File: src/rtl/vrtk_pkg.sv
// Shared types and constants for the vector ring top-k cosine search block.
`default_nettype none
package vrtk_pkg;

   localparam int COMPONENTS = 8;
   localparam int COMP_W     = 16;
   localparam int SLOT_W     = 6;
   localparam int RANK_W     = 3;
   localparam int SCORE_W    = 16;
   localparam int UID_W      = 8;

   localparam logic [UID_W-1:0]   FILTER_ALL = 8'hFF;
   localparam logic [SCORE_W-1:0] SCORE_ONE  = 16'h8000;

   localparam logic OP_INSERT   = 1'b0;
   localparam logic OP_SEARCH   = 1'b1;
   localparam logic KIND_ACK    = 1'b0;
   localparam logic KIND_SEARCH = 1'b1;

   typedef logic [COMP_W-1:0] comp_type;
   typedef comp_type [COMPONENTS-1:0] vec_type;

   typedef struct packed {
      logic               valid;
      logic [SCORE_W-1:0] score;
      logic [SLOT_W-1:0]  slot;
   } entry_type;

   typedef struct packed {
      logic clear;
      logic shift;
   } cell_ctrl_type;

   typedef struct packed {
      logic               kind;
      logic [SLOT_W-1:0]  slot;
      logic [SCORE_W-1:0] score;
      logic [RANK_W-1:0]  rank;
      logic               has_match;
      logic               last;
   } rsp_item_type;

   typedef enum logic [2:0] {
      ST_IDLE,
      ST_ACK,
      ST_READ,
      ST_CHECK,
      ST_SCORE,
      ST_DRAIN,
      ST_EMIT
   } ctrl_state_type;

   typedef enum logic [2:0] {
      SC_IDLE,
      SC_MAC,
      SC_ROOT,
      SC_MUL,
      SC_DIV
   } score_state_type;

endpackage
`default_nettype wire

File: src/rtl/vrtk_score.sv
// Iterative cosine score unit: dot and norms, integer roots, restoring divide.
`default_nettype none
module vrtk_score (
   input  wire logic             clock,
   input  wire logic             reset,
   input  wire logic             start,
   input  vrtk_pkg::vec_type     query,
   input  vrtk_pkg::vec_type     entry,
   output logic                  done,
   output logic [15:0]           score
);

   vrtk_pkg::score_state_type state_ff, state_in;
   logic [4:0]  cnt_ff, cnt_in;
   logic [34:0] dot_ff, dot_in;
   logic [34:0] na_ff, na_in;
   logic [34:0] nb_ff, nb_in;
   logic [35:0] ra_ff, ra_in;
   logic [35:0] rb_ff, rb_in;
   logic [34:0] bit_ff, bit_in;
   logic [35:0] denom_ff, denom_in;
   logic [52:0] rem_ff, rem_in;
   logic [52:0] dsh_ff, dsh_in;
   logic [15:0] quo_ff, quo_in;
   logic        done_ff, done_in;
   logic [15:0] score_ff, score_in;

   always_comb begin
      logic [15:0] a;
      logic [15:0] b;
      logic [31:0] p_ab;
      logic [31:0] p_aa;
      logic [31:0] p_bb;
      logic [35:0] ta;
      logic [35:0] tb;
      logic [35:0] prod;
      logic        ge;
      logic [16:0] q;
      state_in = state_ff;
      cnt_in   = cnt_ff;
      dot_in   = dot_ff;
      na_in    = na_ff;
      nb_in    = nb_ff;
      ra_in    = ra_ff;
      rb_in    = rb_ff;
      bit_in   = bit_ff;
      denom_in = denom_ff;
      rem_in   = rem_ff;
      dsh_in   = dsh_ff;
      quo_in   = quo_ff;
      done_in  = 1'b0;
      score_in = score_ff;
      a    = query[cnt_ff[2:0]];
      b    = entry[cnt_ff[2:0]];
      p_ab = a * b;
      p_aa = a * a;
      p_bb = b * b;
      ta   = ra_ff + {1'b0, bit_ff};
      tb   = rb_ff + {1'b0, bit_ff};
      prod = ra_ff[17:0] * rb_ff[17:0];
      ge   = rem_ff >= dsh_ff;
      q    = {quo_ff, ge};
      unique case (state_ff)
         vrtk_pkg::SC_IDLE: begin
            if (start) begin
               cnt_in   = '0;
               dot_in   = '0;
               na_in    = '0;
               nb_in    = '0;
               state_in = vrtk_pkg::SC_MAC;
            end
         end
         vrtk_pkg::SC_MAC: begin
            dot_in = dot_ff + {3'b0, p_ab};
            na_in  = na_ff + {3'b0, p_aa};
            nb_in  = nb_ff + {3'b0, p_bb};
            cnt_in = cnt_ff + 5'd1;
            if (cnt_ff == 5'(vrtk_pkg::COMPONENTS - 1)) begin
               cnt_in   = '0;
               ra_in    = '0;
               rb_in    = '0;
               bit_in   = 35'd1 << 34;
               state_in = vrtk_pkg::SC_ROOT;
            end
         end
         vrtk_pkg::SC_ROOT: begin
            if ({1'b0, na_ff} >= ta) begin
               na_in = na_ff - ta[34:0];
               ra_in = (ra_ff >> 1) + {1'b0, bit_ff};
            end else begin
               ra_in = ra_ff >> 1;
            end
            if ({1'b0, nb_ff} >= tb) begin
               nb_in = nb_ff - tb[34:0];
               rb_in = (rb_ff >> 1) + {1'b0, bit_ff};
            end else begin
               rb_in = rb_ff >> 1;
            end
            bit_in = bit_ff >> 2;
            cnt_in = cnt_ff + 5'd1;
            if (cnt_ff == 5'd17) begin
               state_in = vrtk_pkg::SC_MUL;
            end
         end
         vrtk_pkg::SC_MUL: begin
            denom_in = prod;
            state_in = vrtk_pkg::SC_DIV;
            cnt_in   = 5'd16;
            rem_in   = {3'b0, dot_ff, 15'b0};
            dsh_in   = {1'b0, prod, 16'b0};
            quo_in   = '0;
         end
         vrtk_pkg::SC_DIV: begin
            if (ge) begin
               rem_in = rem_ff - dsh_ff;
            end
            dsh_in = dsh_ff >> 1;
            quo_in = q[15:0];
            cnt_in = cnt_ff - 5'd1;
            if (cnt_ff == 5'd0) begin
               done_in  = 1'b1;
               state_in = vrtk_pkg::SC_IDLE;
               if (denom_ff == '0) begin
                  score_in = '0;
               end else if (q > {1'b0, vrtk_pkg::SCORE_ONE}) begin
                  score_in = vrtk_pkg::SCORE_ONE;
               end else begin
                  score_in = q[15:0];
               end
            end
         end
         default: state_in = vrtk_pkg::SC_IDLE;
      endcase
   end

   always_ff @(posedge clock) begin
      if (reset) begin
         state_ff <= vrtk_pkg::SC_IDLE;
         done_ff  <= 1'b0;
      end else begin
         state_ff <= state_in;
         done_ff  <= done_in;
      end
      cnt_ff   <= cnt_in;
      dot_ff   <= dot_in;
      na_ff    <= na_in;
      nb_ff    <= nb_in;
      ra_ff    <= ra_in;
      rb_ff    <= rb_in;
      bit_ff   <= bit_in;
      denom_ff <= denom_in;
      rem_ff   <= rem_in;
      dsh_ff   <= dsh_in;
      quo_ff   <= quo_in;
      score_ff <= score_in;
   end

   assign done  = done_ff;
   assign score = score_ff;

endmodule
`default_nettype wire

File: config.mk
export PLATFORM = sky130hd
export DESIGN_NAME = vrtk_score
export DESIGN_NICKNAME = d
export VERILOG_FILES = /design/src/rtl/vrtk_pkg.sv /design/src/rtl/vrtk_score.sv
export SDC_FILE = /design/constraint.sdc
export NUM_CORES = 2
export LEC_CHECK = 0
export ABC_AREA = 1
export BUFFER_PORTS_ARGS = -buffer_cell sky130_fd_sc_hd__buf_2
export CAP_MARGIN = 20
export CORE_AREA = 2 2 448 450
export CTS_CLUSTER_SIZE = 10
export DETAILED_ROUTE_END_ITERATION = 7
export DIE_AREA = 0 0 450 452
export GPL_TIMING_DRIVEN = 0
export PLACE_DENSITY = 0.62
export SLEW_MARGIN = 15
export SYNTH_ARGS = -nofsm -noshare
export SYNTH_HDL_FRONTEND = slang
export SYNTH_SLANG_ARGS = --single-unit
export TNS_END_PERCENT = 100
File: constraint.sdc
create_clock -name clock -period 10.39 [get_ports clock]
set_clock_uncertainty 0.1 [all_clocks]
set_input_delay 1.039 -clock clock [delete_from_list [all_inputs] [get_ports clock]]
set_output_delay 1.039 -clock clock [all_outputs]
set_load 0.05 [all_outputs]
=== After elaboration in Yosys (flattened, before gate mapping) ===
Index checks and enable logic that the tools add are counted.

* Bits in registers: 395
* Bits of input ports: 259
* Output and inout bits: 17
* Logic and storage cells: 99

* Add/subtract/negate cells: 12
* Multiply operators: 4
* Magnitude comparators: 5
* Equal/unequal tests: 13
* Mux-type cells: 31
* Bitwise logic cells: 1
* Reductions and logical operators: 18

{| class="wikitable"
|+ Operators by type and width
! kind !! count
|-
| one-hot mux 53 bit (2 select lines) || 2
|-
| one-hot mux 35 bit (3 select lines) || 2
|-
| one-hot mux 36 bit (2 select lines) || 2
|-
| 2-to-1 mux 35 bit || 4
|-
| one-hot mux 35 bit (2 select lines) || 2
|-
| 2-to-1 mux 36 bit || 3
|-
| adder 35 x 32 -> 35 bit || 3
|-
| binary-select mux 16 bit (select 3 bit) || 2
|-
| multiplier 16 x 16 -> 32 bit || 3
|-
| adder 35 x 35 -> 36 bit || 2
|-
| adder 36 x 35 -> 36 bit || 2
|-
| greater-or-equal comparator 35 x 36 -> 1 bit || 2
|-
| subtractor 35 bit || 2
|-
| greater-or-equal comparator 53 bit || 1
|-
| 2-to-1 mux 53 bit || 1
|-
| subtractor 53 bit || 1
|-
| 2-to-1 mux 16 bit || 3
|-
| logical NOT 36 bit || 1
|-
| multiplier 18 x 18 -> 36 bit || 1
|-
| one-hot mux 16 bit (2 select lines) || 1
|-
| one-hot mux 5 bit (5 select lines) || 1
|-
| greater-than comparator 17 x 16 -> 1 bit (second input constant) || 1
|-
| one-hot mux 3 bit (5 select lines) || 1
|-
| inequality test 2 bit (second input constant) || 7
|-
| 21 further kinds || 34
|}

=== Depth between registers and ports, before layout ===
* Depth in word-level cells: 5
* Gate-level depth with buffers: 37

=== Least setup slack after synthesis ===
Ideal clock, no wire load.

* Path type: register -> register
* Start point: register state_ff[0]
* End point: register bit_ff[0], enable pin
* Setup time: 663 ps
* Arrival time: 7287 ps
* Slack: 2340 ps
* Cell stages (with the launch flop): 6
* Buffers on the path: 1
* Period minus slack after synthesis: 8050 ps
* Cell sequence: dfxtp_1 > inv_1 > nor3_1 > inv_2 > clkbuf_1 > o21ai_0

* Cells in the longest elaborated chain, start to end: 3
* Elaborated cells on any way between the ends: 5

{| class="wikitable"
|+ RTL lines
! what !! RTL line !! source
|-
| start: declaration || vrtk_score.sv:13 || <nowiki>vrtk_pkg::score_state_type state_ff, state_in;</nowiki>
|-
| start signal: assignment || vrtk_score.sv:138 || <nowiki>state_ff <= vrtk_pkg::SC_IDLE;</nowiki>
|-
| start signal: assignment || vrtk_score.sv:141 || <nowiki>state_ff <= state_in;</nowiki>
|-
| == test 3 x 1 -> 1 bit / == test 3 x 2 -> 1 bit (equally long branches) || vrtk_score.sv:63 || <nowiki>unique case (state_ff)</nowiki>
|-
| inequality test 2 bit (no source line) / nonzero test 2 bit (equally long branches) || n/a ||
|-
| AND reduction 2 bit (no source line) * || n/a ||
|-
| end signal: assignment || vrtk_score.sv:150 || <nowiki>bit_ff <= bit_in;</nowiki>
|-
| end: declaration || vrtk_score.sv:20 || <nowiki>logic [34:0] bit_ff, bit_in;</nowiki>
|}

Every way passes the cells marked *; elsewhere a longest branch is shown, timed or not.
A chain may end at the register's enable or synchronous reset.

=== Worst setup path after layout ===
* Start point: register cnt_ff[1]
* End point: register na_ff[32], data pin

* Cells in the longest elaborated chain, start to end: 5

{| class="wikitable"
|+ RTL lines
! what !! RTL line !! source
|-
| start: declaration || vrtk_score.sv:14 || <nowiki>logic [4:0] cnt_ff, cnt_in;</nowiki>
|-
| start signal: assignment || vrtk_score.sv:144 || <nowiki>cnt_ff <= cnt_in;</nowiki>
|-
| binary-select mux 16 bit (select 3 bit) || vrtk_score.sv:53 || <nowiki>a = query[cnt_ff[2:0]];</nowiki>
|-
| 2-to-1 mux 16 bit (implied by the code) || vrtk_score.sv:53 ||
|-
| multiplier 16 x 16 -> 32 bit || vrtk_score.sv:56 || <nowiki>p_aa = a * a;</nowiki>
|-
| adder 35 x 32 -> 35 bit || vrtk_score.sv:75 || <nowiki>na_in = na_ff + {3'b0, p_aa};</nowiki>
|-
| one-hot mux 35 bit (3 select lines) || vrtk_score.sv:63 ||
|-
| net na_in[32] || vrtk_score.sv:16 || <nowiki>logic [34:0] na_ff, na_in;</nowiki>
|-
| end signal: assignment || vrtk_score.sv:146 || <nowiki>na_ff <= na_in;</nowiki>
|-
| end: declaration || vrtk_score.sv:16 ||
|}

The timed path passes the listed nets, and every way through them passes these cells. The select of a mux whose other input is x is not followed.

==> flow_metrics.env <==
export IMPL_dieWidth_um=450
export IMPL_synth_largest_area_cell="fa_1"
export IMPL_r2r_slack_ps=720
export IMPL_synth_top_area_share_pct=25.05
export IMPL_timing_final_crit_share_pct=93.09
export IMPL_reg2reg_to="na_ff[32]$_DFFE_PP_"
export IMPL_clock_sinks=377
export IMPL_async_flop_share_pct=0
export IMPL_drcViolationCount=0
export IMPL_syn_inst=9267
export IMPL_crit_top_cell="fa_1"
export IMPL_max_slew_margin_pct=15.81
export IMPL_postRouteAntennaNets=0
export IMPL_finish_instance_area_mm2=0.07595
export IMPL_synth_most_common_cell="inv_1"
export IMPL_status="finished, final reports clean"
export IMPL_critPathArrivalTime_ps=9900
export IMPL_synth_area_leaders="fa_1 25%, edfxtp_1 16%, ha_1 12%, inv_1 11%, nand2_1 10%"
export IMPL_clk_path_buf_depth=3
export IMPL_cts_root_buf="clkbuf_16"
export IMPL_critPathCaptureType="register"
export IMPL_grt_pass1_vias=64620
export IMPL_required_ps=10620
export IMPL_synth_seq_cells=377
export IMPL_grt_max_degree=54
export IMPL_wl_um=264000
export IMPL_path_class="reg2reg"
export IMPL_period_needed_ps=9672
export IMPL_rsz0062_at_grt="no"
export IMPL_drive_gt1_share_pct=6.136
export IMPL_synth_ff_type="edfxtp_1"
export IMPL_hold_slack_ps=456.5
export IMPL_grt_ovfl_total=0
export IMPL_h_tree_depth=2
export IMPL_reg2reg_from="cnt_ff[1]$_DFFE_PP_"
export IMPL_hold_end="dsh_ff[8]$_SDFFCE_PN0P_"
export IMPL_finalHoldViolCount=0
export IMPL_synth_common_cells="2089 x inv_1, 1867 x nand2_1, 947 x nor2_1"
export IMPL_syn_area_per_cell_um2=7.476
export IMPL_slew_viol_final=0
export IMPL_place_area_mm2=0.07432
export IMPL_ys_seq_area_share_pct=16.28
export IMPL_critPathTopFamily="adder cells"
export IMPL_gp_congestion=1.013
export IMPL_reg2reg_depth=27
export IMPL_syn_nets=11030
export IMPL_num_rows=164
export IMPL_io_pins=276
export IMPL_max_freq_mhz=103.4
export IMPL_vias_per_cell=5.173
export IMPL_cts_resized=0
export IMPL_postCtsSetupBuffers=0
export IMPL_cts_buffers_inserted=48
export IMPL_grtUsageTotal_pct=25.65
export IMPL_path_clk_slew_ps=60
export IMPL_crit_buf_inv=8
export IMPL_min_delay_path_depth=2
export IMPL_die_h_um=452
export IMPL_synth_edf_count=373
export IMPL_critPathMaxStageDelay_ps=910
export IMPL_start_util_pct=34.88
export IMPL_antenna_found_initial=21
export IMPL_ys_warn_count=0
export IMPL_worst_slew_pin_slew_ps=1263
export IMPL_syn2layout_area_growth_pct=9.628
export IMPL_dp_hpwl_um=223000
export IMPL_cp_slowest_cell="clkbuf_1"
export IMPL_setup_viol=0
export IMPL_vias=63730
export IMPL_startpoint_type="register"
export IMPL_grt_pass1_wl_um=398000
export IMPL_core_area_mm2=0.1986
export IMPL_num_nets_final=11380
export IMPL_worstPathMaxFanout=12
export IMPL_synth_distinct_cells=63
export IMPL_dieArea_mm2=0.2034
export IMPL_maxCapViolCount=0
export IMPL_worstSkewPairLatency_ps=620
export IMPL_wl_per_cell_um=21.43
export IMPL_hp_start="dsh_ff[9]$_SDFFCE_PN0P_"
export IMPL_cts_tree="done"
export IMPL_cts_hold_buffers_added=0
export IMPL_first_iter_violations=6024
export IMPL_num_fill_cells=21070
export IMPL_hold_path_class="reg2reg"
export IMPL_first_pass_iters=6
export IMPL_portBuffers=275
export IMPL_synthesis_area_mm2=0.06928
-- logic make-up (layout without fill, tap and decap cells) --
group	count (synthesis)	count (layout)	synth area share, %
AND/OR/NAND/NOR	3419	3419	20.15
buffers and inverters	2389	2770	13.25
adder cells (fa/ha/maj)	1508	1508	36.63
AO/OA/AOI/OAI	1364	1364	10.98
flip-flops	377	377	16.28
XOR/XNOR	210	210	2.709
other	0	16	0
-- worst min-delay path: stages (launching register included) --
cell	delay (ps)
edfxtp_1	320
inv_1	50
nor2_1	90
-- worst max-delay path by stage --
| stage | startpoint | to | slack, ps | cells past startpoint |
|---|---|---|---|---|
| 3_3_place_gp | state_ff[0]$_SDFFE_PP0P_ | ra_ff[11]$_SDFFCE_PN0P_ | -1890 | 5 |
| 4_1_cts | cnt_ff[1]$_DFFE_PP_ | dot_ff[27]$_SDFFCE_PN0P_ | 890 | 32 |
| 3_5_place_dp | cnt_ff[1]$_DFFE_PP_ | dot_ff[27]$_SDFFCE_PN0P_ | 930 | 32 |
| 6_report | cnt_ff[1]$_DFFE_PP_ | na_ff[32]$_DFFE_PP_ | 720 | 27 |
| 5_1_grt | cnt_ff[1]$_DFFE_PP_ | na_ff[24]$_DFFE_PP_ | 460 | 29 |
| 2_1_floorplan | state_ff[0]$_SDFFE_PP0P_ | bit_ff[0]$_SDFFCE_PN0P_ | 2340 | 5 |
-- cells in the final DEF, fill, tap and decap left out, drive strengths merged, types with 3 or more instances in the layout --
cell / synthesis / routed
nor2: 954 / 954
o21ai: 589 / 589
nand3: 327 / 327
xor2: 123 / 123
clkinv: 4 / 11
buf: 127 / 423
nand4: 80 / 80
nand2: 1880 / 1880
and3: 5 / 5
nor3b: 3 / 3
o21bai: 58 / 58
and2: 4 / 4
o221a: 4 / 4
o211ai: 8 / 8
o21a: 18 / 18
nor3: 74 / 74
a221oi: 6 / 6
inv: 2109 / 2110
ha: 641 / 641
diode: 0 / 16
nor4: 26 / 26
dfxtp: 4 / 4
clkbuf: 149 / 221
a211oi: 6 / 6
a21o: 31 / 31
o31ai: 4 / 4
edfxtp: 373 / 373
a21boi: 30 / 30
a32o: 3 / 3
o221ai: 9 / 9
a31o: 4 / 4
a31oi: 37 / 37
xnor2: 87 / 87
bufinv: 0 / 3
fa: 867 / 867
nand3b: 22 / 22
o22ai: 74 / 74
or2: 43 / 43
a21oi: 474 / 474
-- layout make-up --
cell class                 count  area, µm²  area share [%]
buffer                       276       1252           1.649
clock buffer                  72       1343           1.768
antenna                       16      40.04         0.05272
inverter                    2113       7931           10.44
multi-input combinational   6501      48880           64.35
clock inverter                13      182.7          0.2405
sequential                   377      11280           14.85
tap                         2656       3323           4.375
timing repair buffer         296       1720           2.265
-- stage by stage --
stage	cells	util, %	setup slack (ps)	TNS [ps]
after CTS	12300	38.18	890.7	0
after global placement	12200	37.25	-1886	-168890
after floorplan	9267	-	2340	0
after detailed placement	12210	37.42	927.1	0
final	12320	38.24	718.0	0
after global routing	12320	38.23	464.0	0
-- per-layer routing --
metal	share of wire [%]	vias up	global-route usage (%)	wire (µm)
met5	0.0098	-	0.1166	26
met4	3.6	4	8.311	9501
met3	8.4	482	4.795	22050
met2	45	2561	41.44	119200
met1	43	31100	34.54	113200
li1	-	29590	-	-
-- flip-flops by register name (all words and copies together), names as in the netlist --
name	count
dsh_ff	52
rb_ff	36
state_ff	3
denom_ff	36
ra_ff	36
na_ff	35
done	1
nb_ff	35
cnt_ff	5
quo_ff	16
dot_ff	35
rem_ff	53
bit_ff	18
score	16
Power is not shown: default switching activity piles up to over one toggle a cycle in this logic, so the estimate is an artifact.
