<file path="src/rtl/vrtk_pkg.sv">
// Shared types and constants for the vector ring top-k cosine search block.
`default_nettype none
package vrtk_pkg;

   localparam int COMPONENTS = 8;
   localparam int COMP_W     = 16;
   localparam int SLOT_W     = 6;
   localparam int RANK_W     = 3;
   localparam int SCORE_W    = 16;
   localparam int UID_W      = 8;

   localparam logic [UID_W-1:0]   FILTER_ALL = 8'hFF;
   localparam logic [SCORE_W-1:0] SCORE_ONE  = 16'h8000;

   localparam logic OP_INSERT   = 1'b0;
   localparam logic OP_SEARCH   = 1'b1;
   localparam logic KIND_ACK    = 1'b0;
   localparam logic KIND_SEARCH = 1'b1;

   typedef logic [COMP_W-1:0] comp_type;
   typedef comp_type [COMPONENTS-1:0] vec_type;

   typedef struct packed {
      logic               valid;
      logic [SCORE_W-1:0] score;
      logic [SLOT_W-1:0]  slot;
   } entry_type;

   typedef struct packed {
      logic clear;
      logic shift;
   } cell_ctrl_type;

   typedef struct packed {
      logic               kind;
      logic [SLOT_W-1:0]  slot;
      logic [SCORE_W-1:0] score;
      logic [RANK_W-1:0]  rank;
      logic               has_match;
      logic               last;
   } rsp_item_type;

   typedef enum logic [2:0] {
      ST_IDLE,
      ST_ACK,
      ST_READ,
      ST_CHECK,
      ST_SCORE,
      ST_DRAIN,
      ST_EMIT
   } ctrl_state_type;

   typedef enum logic [2:0] {
      SC_IDLE,
      SC_MAC,
      SC_ROOT,
      SC_MUL,
      SC_DIV
   } score_state_type;

endpackage
`default_nettype wire

</file>
<file path="src/rtl/vrtk_rank_cell.sv">
// One cell of the sorted best list: keep the better entry, pass the other on.
`default_nettype none
module vrtk_rank_cell (
   input  wire logic               clock,
   input  wire logic               reset,
   input  vrtk_pkg::cell_ctrl_type ctrl,
   input  vrtk_pkg::entry_type     cand_in,
   input  vrtk_pkg::entry_type     right_in,
   output vrtk_pkg::entry_type     held,
   output vrtk_pkg::entry_type     pass
);

   vrtk_pkg::entry_type held_ff, held_in;
   vrtk_pkg::entry_type pass_ff, pass_in;

   always_comb begin
      held_in       = held_ff;
      pass_in       = cand_in;
      pass_in.valid = 1'b0;
      if (ctrl.clear) begin
         held_in.valid = 1'b0;
      end else if (ctrl.shift) begin
         held_in = right_in;
      end else if (cand_in.valid) begin
         if (!held_ff.valid) begin
            held_in = cand_in;
         end else if (cand_in.score > held_ff.score) begin
            held_in = cand_in;
            pass_in = held_ff;
         end else begin
            pass_in = cand_in;
         end
      end
   end

   always_ff @(posedge clock) begin
      if (reset) begin
         held_ff.valid <= 1'b0;
         pass_ff.valid <= 1'b0;
      end else begin
         held_ff.valid <= held_in.valid;
         pass_ff.valid <= pass_in.valid;
      end
      held_ff.score <= held_in.score;
      held_ff.slot  <= held_in.slot;
      pass_ff.score <= pass_in.score;
      pass_ff.slot  <= pass_in.slot;
   end

   assign held = held_ff;
   assign pass = pass_ff;

endmodule
`default_nettype wire

</file>
<file path="config.mk">
export PLATFORM = sky130hd
export DESIGN_NAME = vrtk_rank_cell
export DESIGN_NICKNAME = d
export VERILOG_FILES = /design/src/rtl/vrtk_pkg.sv /design/src/rtl/vrtk_rank_cell.sv
export SDC_FILE = /design/constraint.sdc
export NUM_CORES = 1
export LEC_CHECK = 0
export ABC_AREA = 1
export BUFFER_PORTS_ARGS = -buffer_cell sky130_fd_sc_hd__buf_2
export CAP_MARGIN = 0
export CORE_ASPECT_RATIO = 1.5
export CORE_MARGIN = 2
export CORE_UTILIZATION = 45
export DETAILED_ROUTE_END_ITERATION = 10
export PLACE_DENSITY = 0.76
export SLEW_MARGIN = 15
export SYNTH_ARGS = -nofsm -noshare
export SYNTH_HDL_FRONTEND = slang
export SYNTH_SLANG_ARGS = --single-unit
</file>
<file path="constraint.sdc">
create_clock -name clock -period 3.4 [get_ports clock]
set_input_delay 0.51 -clock clock [delete_from_list [all_inputs] [get_ports clock]]
set_output_delay 0.51 -clock clock [all_outputs]
set_load 0.02 [all_outputs]
</file>
# After elaboration in Yosys (flattened, before gate mapping)
# Cells that the tools add are included.
# word_totals
in_bits	50
ff_bits	46
word_cells	24
out_inout_bits	46
# op_classes
muxes	9
n_eq_ne	1
magnitude_cmp	1
bitwise	3
reduce_logical	4
# ops
operator	count
22-bit two-way mux	7
23-bit two-way mux	2
16-bit greater-than comparator	1
5-bit OR reduction	1
3-bit by 2-bit inequality test with 1-bit output (second input constant)	1
1-bit NOT	3
3-bit AND reduction	1
2-bit nonzero test	1
2-bit OR reduction	1

# Logic depth before layout (Yosys ltp)
# Gate-level depths: netlist of the first run.
# logic_depth
depth_word	6
ltp_mapped	15
depth_no_buf	14

# Worst setup path after synthesis of the first run
# Ideal clock, no wire load.
# synth_path
path_type	register to register
start	register held_ff, in the netlist held[21]
end	register held_ff, in the netlist held[0], enable pin
setup_slack_ns	0.544
setup_time_ns	0.408
t_required_ns	2.992
path_stages_with_launch	9
arrival_time_ns	2.448
n_path_buf	0
period_less_slack_ns	2.856
path_cell_list	edfxtp_1 -> inv_1 -> ha_1 -> nand2_1 -> nor3_2 -> nand2_1 -> nand2_2 -> nand2_1 -> a21oi_1
# synth_between
elab_chain_cells	3
# synth_rtl
element	line_no	source
start, declared	vrtk_rank_cell.sv:13	vrtk_pkg::entry_type held_ff, held_in;
16-bit greater-than comparator	vrtk_rank_cell.sv:27	end else if (cand_in.score > held_ff.score) begin
3-bit by 2-bit inequality test with 1-bit output (no line)	--	
3-bit AND reduction (no line)	--	
# No other way between the ends.
# A chain may end at the register's enable or synchronous reset.

==> summary.txt, run 1 <==
======================================================================================
Clk sink count ..........................................................           46
Setup repair after global routing missed its margin .....................           no
Die height ..............................................................      90.9 um
Minimum hold slack ......................................................     0.379 ns
Count of warnings emitted by yosys ......................................            0
IR Drop Worst-Case VDD ..................................................       264 uV
Type of the tightest min-delay check ....................................       in2reg
ANT nets after route ....................................................            0
Final hold vios .........................................................            0
Sum of overflow across all layers after global routing ..................            0
Critical Path RT ........................................................      3.59 ns
Number of different library cells in the post-synthesis netlist .........           20
Power density over cell area ............................................  438 mW/mm^2
Number of standard cells after synthesis ................................          273
Global-route wire length before repair ..................................      9110 um
Via total after detailed routing ........................................        2,117
Number of hold buffers added after cts ..................................            0
Share of cells above drive strength 1 ...................................        30.7%
Weighted congestion at the end of routability-driven global placement ...        0.779
PostCTS Resize Cnt ......................................................            0
Syn_nets ................................................................          339
Worst clock skew on the final layout ....................................   0.00196 ns
Overall die area ........................................................ 0.00563 mm^2
Cell type with the highest aggregate area in the netlist ................ sky130_fd_sc_hd__edfxtp_1
Most common cell in the synthesized netlist ............................. sky130_fd_sc_hd__nand2_1
Floorplan die width .....................................................      61.9 um
Cell chosen for the clock root .......................................... sky130_fd_sc_hd__clkbuf_8
Max Root-Sink Buffers ...................................................            2
CTS H-tree depth ........................................................            2
Async S/R FF share, synth ...............................................           0%
Result of the run ....................................................... finished, final reports clean
TritonCTS clock tree ....................................................          yes
Mapped Area ............................................................. 0.00226 mm^2
Number of CTS-inserted buffers ..........................................            5
Most frequent cells after synthesis ..................................... 127 x sky130_fd_sc_hd__nand2_1, 24 x sky130_fd_sc_hd__dfxtp_1, 23 x sky130_fd_sc_hd__inv_1, 23 x sky130_fd_sc_hd__nand4_1, 22 x sky130_fd_sc_hd__edfxtp_1
Sequential area share after synthesis ...................................        50.4%
Number of setup violations in the final report ..........................            0
Worst EP arrival ........................................................      2.67 ns
Dominant synthesized flop cell .......................................... sky130_fd_sc_hd__dfxtp_1
Final routed wirelength across all metal layers .........................      5560 um
Total number of nets in the final design ................................          433
Highest net fanout along the worst path .................................           24
Final number of max-transition violations ...............................            0
Average wire per standard cell ..........................................      12.8 um
Relative max-transition margin ..........................................        67.2%
All-layer global routing usage ..........................................        21.3%
Area grow syn2layout ....................................................        28.2%
Critical Path, Cell by Cell ............................................. inv_1 -> ha_1 -> nand2_1 -> o21ai_0 -> a21oi_1 -> nand2_2 -> nand3_2 -> nand2_1 -> nand2_1
Post-synth EDFFs ........................................................           22
Kind of launch point of the worst setup path ............................         flop
Detailed-route vias per instance ........................................         4.88
Vias in the first global route ..........................................        2,134
Kind of end point of the critical path ..................................         flop
Slowest stage delay, CP .................................................      0.50 ns
Static leakage ..........................................................   0.00158 uW
DR iter-0 viols .........................................................           81
Core footprint .......................................................... 0.00485 mm^2
Largest net degree at the start of global routing .......................           25
Antenna violations before repair ........................................            0
Sum of negative setup slack .............................................         0 ns
Achievable clock frequency ..............................................      403 MHz
Initial core utilization ................................................        46.7%
Register clock-pin slew on the reported worst setup and hold paths ......      0.08 ns
Number of filler instances in the final layout ..........................          461
Antenna cells ...........................................................            0
Critical path type ......................................................      reg2reg
Average cell area after synthesis .......................................    8.30 um^2
DRC viols ...............................................................            0
Share of Yosys cell area claimed by the top area cell type ..............        29.2%
Minimum period implied by the final worst setup slack ...................      2.48 ns
Library cell contributing the largest single delay on the critical path . sky130_fd_sc_hd__nand3_2
Part of the cycle the worst path needs ..................................        72.9%
First-pass detailed-route iteration total ...............................            4
Max Cap Viol ............................................................            0
Flops & latches, synth ..................................................           46
Site Rows ...............................................................           31
Port buffer count .......................................................           95
Most area-consuming cells after synthesis ............................... sky130_fd_sc_hd__edfxtp_1 29%, sky130_fd_sc_hd__dfxtp_1 21%, sky130_fd_sc_hd__nand2_1 21%, sky130_fd_sc_hd__ha_1 8.8%, sky130_fd_sc_hd__nand4_1 6.4%
Number of I/O pins ......................................................           96
Worst reg2reg setup slack ...............................................      0.92 ns
Placed wire-length estimate after detailed placement ....................      3950 um
Transition time of the tightest slew-check pin ..........................     0.491 ns
Post-CTS setup-driven buffer insertion count ............................            0
Clock latency on the worst-skew pair ....................................      0.29 ns
Most prevalent standard cell on the critical path ....................... sky130_fd_sc_hd__nand2_1
======================================================================================
## routing by layer
metal	track usage, %	up-vias	share of wire, %
met4	9.22	0	1.9
met5	0	-	0
met3	5.01	11	7.4
met2	35.4	92	49
li1	-	1076	-
met1	25.2	938	42
## worst max-delay path, delay by kind of cell (launching register included)
family                   cells  cell delay [ns]
buffers and inverters        1             0.06
flip-flops                   1             0.39
adder cells (fa/ha/maj)      1             0.28
AND/OR/NAND/NOR              5             1.27
AO/OA/AOI/OAI                2             0.37
## cell type report
type	count	area (um^2)	share of cell area [%]
Clock inverter	1	30.0	1.03
Multi-Input combinational cell	191	978	33.7
Tap cell	66	82.6	2.84
Clock buffer	7	76.3	2.63
Timing Repair Buffer	99	505	17.4
Inverter	24	90.1	3.10
Sequential cell	46	1140	39.3
## state kept, by name, indices dropped and copies added, names as in the netlist
register and count:
pass 23, held 23
## kinds of logic after synthesis
group / share of synthesized area [%]
buffers and inverters: 6.85
adders and majority gates: 8.84
DFF: 50.4
AOI/OAI and AO/OA: 2.87
and+or+nand+nor: 31.0
## path summary, 6_finish.rpt
check	from	endpoint	cells past startpoint
worst max-delay path	held[21]	pass[17]	9
worst min-delay path	reset	held[22]	2
worst max register to register	held[21]	pass[17]	9
worst min register to register	held[0]	pass[0]	2
## where the power goes
part / switching, uW / internal, uW / total, uW
sequential: 16.8 / 620 / 637
combinational: 150 / 83.9 / 234
clock: 181 / 220 / 401
## per-stage QoR
stage               cell area, um^2  total power [uW]  util [%]  setup WS [ns]  instances
finish                         2900              1270      59.9          0.920        434
CTS                            2900              1280      59.9          0.921        434
global placement               2800               879      57.7          0.779        426
global route                   2900              1330      59.9          0.694        434
floorplan                      2260               789         -          0.544        273
detailed placement             2800               885      57.7          0.719        426
## cell usage in the layout, fill, tap and decap left out, types with 2 or more instances in the layout
master	count
sky130_fd_sc_hd__clkbuf_8	5
sky130_fd_sc_hd__nand3_2	2
sky130_fd_sc_hd__ha_1	16
sky130_fd_sc_hd__a21oi_1	6
sky130_fd_sc_hd__buf_2	95
sky130_fd_sc_hd__clkbuf_1	2
sky130_fd_sc_hd__nand4_1	23
sky130_fd_sc_hd__o21ai_0	3
sky130_fd_sc_hd__dfxtp_1	24
sky130_fd_sc_hd__buf_4	4
sky130_fd_sc_hd__nand2_2	2
sky130_fd_sc_hd__nand2_1	127
sky130_fd_sc_hd__nor2_1	5
sky130_fd_sc_hd__edfxtp_1	22
sky130_fd_sc_hd__inv_1	23
Power figures use the tool's default switching activity.
==> run 2, diff against run 1 <==
- clock period: 3.4 -> 2.48 ns (I/O delays scaled with it)
==> run 2 against run 1 <==
Effect of this change: routed wire length is 1.1% higher; clock-buffer cell count stayed put; cell area stayed put; setup slack worse by 0.48 ns; largest power group unchanged; die area stayed put; register-to-register slack worse by 0.48 ns; clock power is 17% higher; first-iteration DRC count is 20% higher; via count is 1.5% higher; critical path type unchanged; sequential power is 37% higher.
==> summary.txt, run 2 (synthesized netlist as in run 1, its figures left out) <==
======================================================================================
Met3 routing resource usage after global routing ........................        5.44%   +0.43 points
All-layer global routing usage ..........................................        21.5%   +0.17 points
Sum of negative setup slack .............................................         0 ns   unchanged
DP Area ................................................................. 0.00281 mm^2   +0.54%
Worst clock skew on the final layout ....................................   0.00500 ns   +0.00305 ns
Clk sink count ..........................................................           46   unchanged
Global-route wire length before repair ..................................      9250 um   +1.4%
Result of the run ....................................................... finished, final reports clean
PostCTS Resize Cnt ......................................................            0   unchanged
IR Drop Worst-Case VDD ..................................................       308 uV   +17%
Critical path type ......................................................      reg2reg
Kind of launch point of the worst setup path ............................         flop
Detailed-route vias per instance ........................................         4.93   +1.0%
Sum of overflow across all layers after global routing ..................            0   unchanged
Share of cells above drive strength 1 ...................................        31.4%   +0.64 points
CTS H-tree depth ........................................................            2   unchanged
Via total after detailed routing ........................................        2,149   +1.5%
Floorplan die width .....................................................      61.9 um   unchanged
Part of the cycle the worst path needs ..................................        82.2%   +9.2 points
Total number of nets in the final design ................................          435   +0.46%
Number of CTS-inserted buffers ..........................................            5   unchanged
Library cell contributing the largest single delay on the critical path . sky130_fd_sc_hd__edfxtp_1
GR Layer Usage met1 .....................................................        25.9%   +0.73 points
Setup repair after global routing missed its margin .....................           no
Number of hold buffers added after cts ..................................            0   unchanged
Number of setup violations in the final report ..........................            0   unchanged
Max Cap Viol ............................................................            0   unchanged
Critical Path, Cell by Cell ............................................. inv_1 -> ha_1 -> nand2_1 -> nor2_1 -> nand2_1 -> nand2_1 -> nand2_1 -> nand2_2 -> nand3_2 -> nand2_1 -> nand2_1
Register clock-pin slew on the reported worst setup and hold paths ......      0.08 ns   about the same
Static leakage ..........................................................   0.00158 uW   +0.35%
Met2 layer usage reported by global route ...............................        36.1%   +0.70 points
Die height ..............................................................      90.9 um   unchanged
Most frequent standard cell in the layout excluding fill and tap cells .. sky130_fd_sc_hd__nand2_1
Critical Path RT ........................................................      2.67 ns   -0.92 ns
Power density over cell area ............................................  575 mW/mm^2   +31%
Port buffer count .......................................................           95   unchanged
Weighted congestion at the end of routability-driven global placement ...        0.778   -0.15%
Vias in the first global route ..........................................        2,136   +0.094%
Transition time of the tightest slew-check pin ..........................     0.483 ns   -0.00830 ns
DRC viols ...............................................................            0   unchanged
Achievable clock frequency ..............................................      491 MHz   +22%
Slowest stage delay, CP .................................................      0.39 ns   -0.11 ns
Count of placed standard cells including taps ...........................          428   +0.47%
TritonCTS clock tree ....................................................          yes
Max Root-Sink Buffers ...................................................            2   unchanged
Average wire per standard cell ..........................................      12.9 um   +0.67%
ANT nets after route ....................................................            0   unchanged
Minimum period implied by the final worst setup slack ...................      2.04 ns   -0.442 ns
Worst EP arrival ........................................................      2.23 ns   -0.44 ns
Kind of end point of the critical path ..................................         flop
Post-CTS setup-driven buffer insertion count ............................            0   unchanged
Highest net fanout along the worst path .................................           22   -8.3%
Number of I/O pins ......................................................           96   unchanged
Most crowded layer after global routing .................................         met2
Placed wire-length estimate after detailed placement ....................      4050 um   +2.5%
Final routed wirelength across all metal layers .........................      5630 um   +1.1%
Relative max-transition margin ..........................................        67.8%   +0.55 points
Antenna violations before repair ........................................            0   unchanged
DR iter-0 viols .........................................................           97   +20%
Most prevalent standard cell on the critical path ....................... sky130_fd_sc_hd__nand2_1
Area grow syn2layout ....................................................        28.2%   unchanged
Core footprint .......................................................... 0.00485 mm^2   unchanged
Commonest non-fill, non-tap cells in the layout ......................... 127 x sky130_fd_sc_hd__nand2_1, 95 x sky130_fd_sc_hd__buf_2, 24 x sky130_fd_sc_hd__dfxtp_1
Site Rows ...............................................................           31   unchanged
Type of the tightest min-delay check ....................................       in2reg
Non-filler cells, final .................................................          436   +0.46%
Final number of max-transition violations ...............................            0   unchanged
Clock latency on the worst-skew pair ....................................      0.29 ns   about the same
First-pass detailed-route iteration total ...............................            4   unchanged
Final hold vios .........................................................            0   unchanged
Post-layout instance area ............................................... 0.00290 mm^2   unchanged
Cell chosen for the clock root .......................................... sky130_fd_sc_hd__clkbuf_8
Overall die area ........................................................ 0.00563 mm^2   unchanged
Largest net degree at the start of global routing .......................           25   unchanged
Antenna cells ...........................................................            0   unchanged
Initial core utilization ................................................        46.7%   unchanged
======================================================================================
run 2: metal layers:
layer  part of all wire (%)  vias up
met5                      0        -
met4                    1.0        0
met3                    6.8        6
met2                     51       84
met1                     41      975
li1                       -     1084
run 2: cell type report:
type | count | area (um^2)
Fill cell | 441 | 1940
Sequential cell | 46 | 1140
Multi-Input combinational cell | 191 | 978
Timing Repair Buffer | 101 | 520
Inverter | 24 | 90.1
Clock buffer | 7 | 86.3
Tap cell | 66 | 82.6
Clock inverter | 1 | 5.00
run 2: final timing paths:
path	from	to	slack, ns	cells past startpoint
max	held[12]	pass[14]	0.44	11
min	reset	held[22]	0.24	2
max reg2reg	held[12]	pass[14]	0.44	11
min reg2reg	held[22]	pass[22]	0.53	2
run 2: power by group:
part	switching (uW)	total (uW)	internal [uW]	leakage [uW]
Combinational	208	327	119	0.00112
Clock	245	470	225	0.0000482
Sequential	23.6	873	850	0.000415
run 2: stage by stage:
| stage | total power [uW] | utilization [%] | setup WS (ns) | hold slack [ns] |
|---|---|---|---|---|
| after floorplan | 1080 | - | 0.0470 | 0.445 |
| after global placement | 1210 | 58.0 | 0.383 | 0.503 |
| after detailed placement | 1220 | 58.0 | 0.366 | 0.508 |
| after CTS | 1680 | 59.9 | 0.420 | 0.232 |
| after global routing | 1760 | 59.9 | 0.217 | 0.223 |
| final | 1670 | 59.9 | 0.442 | 0.240 |
run 2: worst max-delay path: cells and delay by family (launching register included):
family | cells | cell delay (ns)
simple gates | 9 | 1.19
buf+inv | 1 | 0.06
flops | 1 | 0.39
fa+ha+maj | 1 | 0.29
==> run 3, diff against run 2 <==
- ABC_AREA: 1 -> 0
- CORE_UTILIZATION: 45 -> 43
- clock period: 2.48 -> 1.8 ns (I/O delays scaled with it)
==> run 3 against run 2 <==
Effect of this change: the run now ends with negative setup slack left; critical path depth is 1 lower; non-clock buffer count is 37 higher; via count is 16% lower; sequential share of layout area is 5.9 points lower; hold slack worse by 0.089 ns; cell area is 18% higher; total power is 47% higher; global-route usage is 2.4 points lower; critical endpoint is now pass[2]; highest routed layer unchanged.
==> summary.txt, run 3 <==
======================================================================================
Site Rows ...............................................................           32   +3.2%
Minimum period implied by the final worst setup slack ...................      2.39 ns   +0.348 ns
Relative max-transition margin ..........................................        74.8%   +7.0 points
Highest net fanout along the worst path .................................            7   -68%
Number of standard cells after synthesis ................................          168   -38%
Mapped Area ............................................................. 0.00225 mm^2   -0.77%
Most frequent cells after synthesis ..................................... 24 x sky130_fd_sc_hd__dfxtp_1, 23 x sky130_fd_sc_hd__mux2_2, 22 x sky130_fd_sc_hd__edfxtp_1
Clk sink count ..........................................................           46   unchanged
Syn_nets ................................................................          234   -31%
Result of the run ....................................................... finished, violations left
Cell type with the highest aggregate area in the netlist ................ sky130_fd_sc_hd__edfxtp_1
Vias in the first global route ..........................................        1,928   -9.7%
Port buffer count .......................................................           95   unchanged
Most area-consuming cells after synthesis ............................... sky130_fd_sc_hd__edfxtp_1 29%, sky130_fd_sc_hd__dfxtp_1 21%, sky130_fd_sc_hd__mux2_4 13%, sky130_fd_sc_hd__mux2_2 12%, sky130_fd_sc_hd__ha_1 8.9%
Met3 routing resource usage after global routing ........................        4.50%   -0.95 points
Average wire per standard cell ..........................................      14.1 um   +9.6%
Post-layout total power .................................................      2460 uW   +47%
Antenna violations before repair ........................................            0   unchanged
Final number of max-transition violations ...............................            0   unchanged
Die height ..............................................................      92.5 um   +1.8%
Dominant synthesized flop cell .......................................... sky130_fd_sc_hd__dfxtp_1
Post-synth EDFFs ........................................................           22   unchanged
Failing checks .......................................................... negative setup slack
Critical path type ......................................................      reg2reg
Overall die area ........................................................ 0.00583 mm^2   +3.6%
TritonCTS clock tree ....................................................          yes
Detailed-route vias per instance ........................................         4.80   -2.6%
Floorplan die width .....................................................      63.0 um   +1.8%
Share of Yosys cell area claimed by the top area cell type ..............        29.4%   +0.23 points
Number of different library cells in the post-synthesis netlist .........           24   +20%
GR Layer Usage met1 .....................................................        21.2%   -4.8 points
DRC viols ...............................................................            0   unchanged
Setup slack after layout ................................................    -0.586 ns   -1.03 ns
Number of setup violations in the final report ..........................           44   +44
Core footprint .......................................................... 0.00508 mm^2   +4.9%
Initial core utilization ................................................        44.2%   -2.5 points
Total buffers and inverters traversed by the critical path ..............            3   +2
Antenna cells ...........................................................            0   unchanged
Async S/R FF share, synth ...............................................           0%   unchanged
Final hold vios .........................................................            0   unchanged
Total number of nets in the final design ................................          374   -14%
Worst EP arrival ........................................................      2.57 ns   +0.34 ns
Global-route wire length before repair ..................................      8650 um   -6.4%
Count of warnings emitted by yosys ......................................            0   unchanged
Number of I/O pins ......................................................           96   unchanged
All-layer global routing usage ..........................................        19.1%   -2.4 points
Setup repair after global routing missed its margin .....................          yes
Largest net degree at the start of global routing .......................           27   +8.0%
Achievable clock frequency ..............................................      419 MHz   -15%
Crit-path leading delay family .......................................... simple AND/OR/NAND/NOR gates
Flops & latches, synth ..................................................           46   unchanged
Minimum hold slack ......................................................     0.152 ns   -0.0889 ns
Kind of launch point of the worst setup path ............................         flop
Slowest stage delay, CP .................................................      0.54 ns   +0.15 ns
Most common cell in the synthesized netlist ............................. sky130_fd_sc_hd__dfxtp_1
Average cell area after synthesis .......................................    13.4 um^2   +61%
Power density over cell area ............................................  720 mW/mm^2   +25%
Critical Path RT ........................................................      1.99 ns   -0.68 ns
Most crowded layer after global routing .................................         met2
Share of cells above drive strength 1 ...................................        70.2%   +39 points
Worst clock skew on the final layout ....................................   0.00352 ns   -0.00149 ns
DR iter-0 viols .........................................................           22   -77%
Final routed wirelength across all metal layers .........................      5330 um   -5.2%
Area grow syn2layout ....................................................        52.2%
Critical Path, Cell by Cell ............................................. inv_2 -> ha_4 -> nand4_1 -> or4_4 -> a21oi_2 -> nand4b_4 -> buf_4 -> nand2_8 -> clkbuf_16 -> mux2_4
Max Cap Viol ............................................................            0   unchanged
Cell chosen for the clock root .......................................... sky130_fd_sc_hd__clkbuf_8
Static leakage ..........................................................   0.00162 uW   +2.2%
Number of CTS-inserted buffers ..........................................            5   unchanged
Clock latency on the worst-skew pair ....................................      0.29 ns   about the same
Commonest non-fill, non-tap cells in the layout ......................... 95 x sky130_fd_sc_hd__buf_2, 37 x sky130_fd_sc_hd__buf_4, 24 x sky130_fd_sc_hd__dfxtp_1
Kind of end point of the critical path ..................................         flop
Register clock-pin slew on the reported worst setup and hold paths ......      0.08 ns   about the same
Max Root-Sink Buffers ...................................................            2   unchanged
CTS H-tree depth ........................................................            2   unchanged
First-pass detailed-route iteration total ...............................            4   unchanged
Most frequent standard cell in the layout excluding fill and tap cells .. sky130_fd_sc_hd__buf_2
Worst reg2reg setup slack ...............................................     -0.59 ns   -1.03 ns
Via total after detailed routing ........................................        1,809   -16%
Count of placed standard cells including taps ...........................          361   -16%
Placed wire-length estimate after detailed placement ....................      3950 um   -2.5%
Part of the cycle the worst path needs ..................................         133%   +50 points
Weighted congestion at the end of routability-driven global placement ...        0.746   -4.0%
Library cell contributing the largest single delay on the critical path . sky130_fd_sc_hd__or4_4
ANT nets after route ....................................................            0   unchanged
Post-placement setup slack ..............................................    -0.604 ns   -0.970 ns
Met2 layer usage reported by global route ...............................        34.5%   -1.6 points
IR Drop Worst-Case VDD ..................................................       611 uV   +98%
Type of the tightest min-delay check ....................................       in2reg
Sequential area share after synthesis ...................................        50.8%   +0.39 points
Sum of overflow across all layers after global routing ..................            0   unchanged
Non-filler cells, final .................................................          377   -14%
Util after Layout .......................................................        67.3%   +7.4 points
Transition time of the tightest slew-check pin ..........................     0.375 ns   -0.108 ns
======================================================================================
[run 3: changes by cell type in the layout (fill, tap and decap cells not counted), moves of 4 or more]
cell	previous run	this run
sky130_fd_sc_hd__ha_1	16	4
sky130_fd_sc_hd__ha_4	0	12
sky130_fd_sc_hd__mux2_2	0	23
sky130_fd_sc_hd__buf_6	0	4
sky130_fd_sc_hd__inv_1	23	9
sky130_fd_sc_hd__nand4_1	23	4
sky130_fd_sc_hd__inv_2	1	8
sky130_fd_sc_hd__buf_4	6	37
sky130_fd_sc_hd__nand2_1	127	2
sky130_fd_sc_hd__mux2_4	0	20
[run 3: cell families (layout without fill, tap and decap cells)]
kind of cell	Yosys count	after routing	synth area share, %
mux	43	43	24.9
buf+inv	22	163	5.12
flops	46	46	50.8
fa+ha+maj	16	16	8.91
compound gates	14	14	3.23
simple gates	27	27	7.07
[run 3: timing repair]
action	4_1_cts	5_1_grt
endpoints found under the setup margin	44	44
pin swaps	10	4
cloned	1	1
hold buffers	0	0
resized for setup	21	3
buffers inserted	8	0
[run 3: final cells by class]
type / count / area [um^2]
fillers: 415 / 1660
multi-input cells: 100 / 1200
well taps: 68 / 85.1
clock inverters: 1 / 5.00
clock buffers: 7 / 86.3
repair buffers: 138 / 843
flip-flops and latches: 46 / 1140
inverters: 17 / 63.8
[run 3: power by group]
part / internal [uW] / total, uW / switching [uW]
combinational: 317 / 616 / 299
sequential: 1170 / 1200 / 26.9
clock: 310 / 649 / 339
[run 3: final timing paths]
check	start	to	cells past startpoint
worst max register to register	held[15]	pass[2]	10
worst max-delay path	held[15]	pass[2]	10
worst min-delay path	reset	pass[22]	2
worst min register to register	held[5]	pass[5]	1
[run 3: routing by layer]
layer	part of all wire (%)	up-vias
met3	5.5	10
met2	55	66
met4	2.7	0
met1	37	849
li1	-	884
met5	0	-
[run 3: stage by stage]
| stage | cell area (um^2) | TNS (ns) |
|---|---|---|
| detailed placement | 3110 | -23.55 |
| finish | 3420 | -24.52 |
| floorplan | 2320 | -28.38 |
| global placement | 3110 | -21.48 |
| global route | 3420 | -29.43 |
| CTS | 3420 | -22.57 |
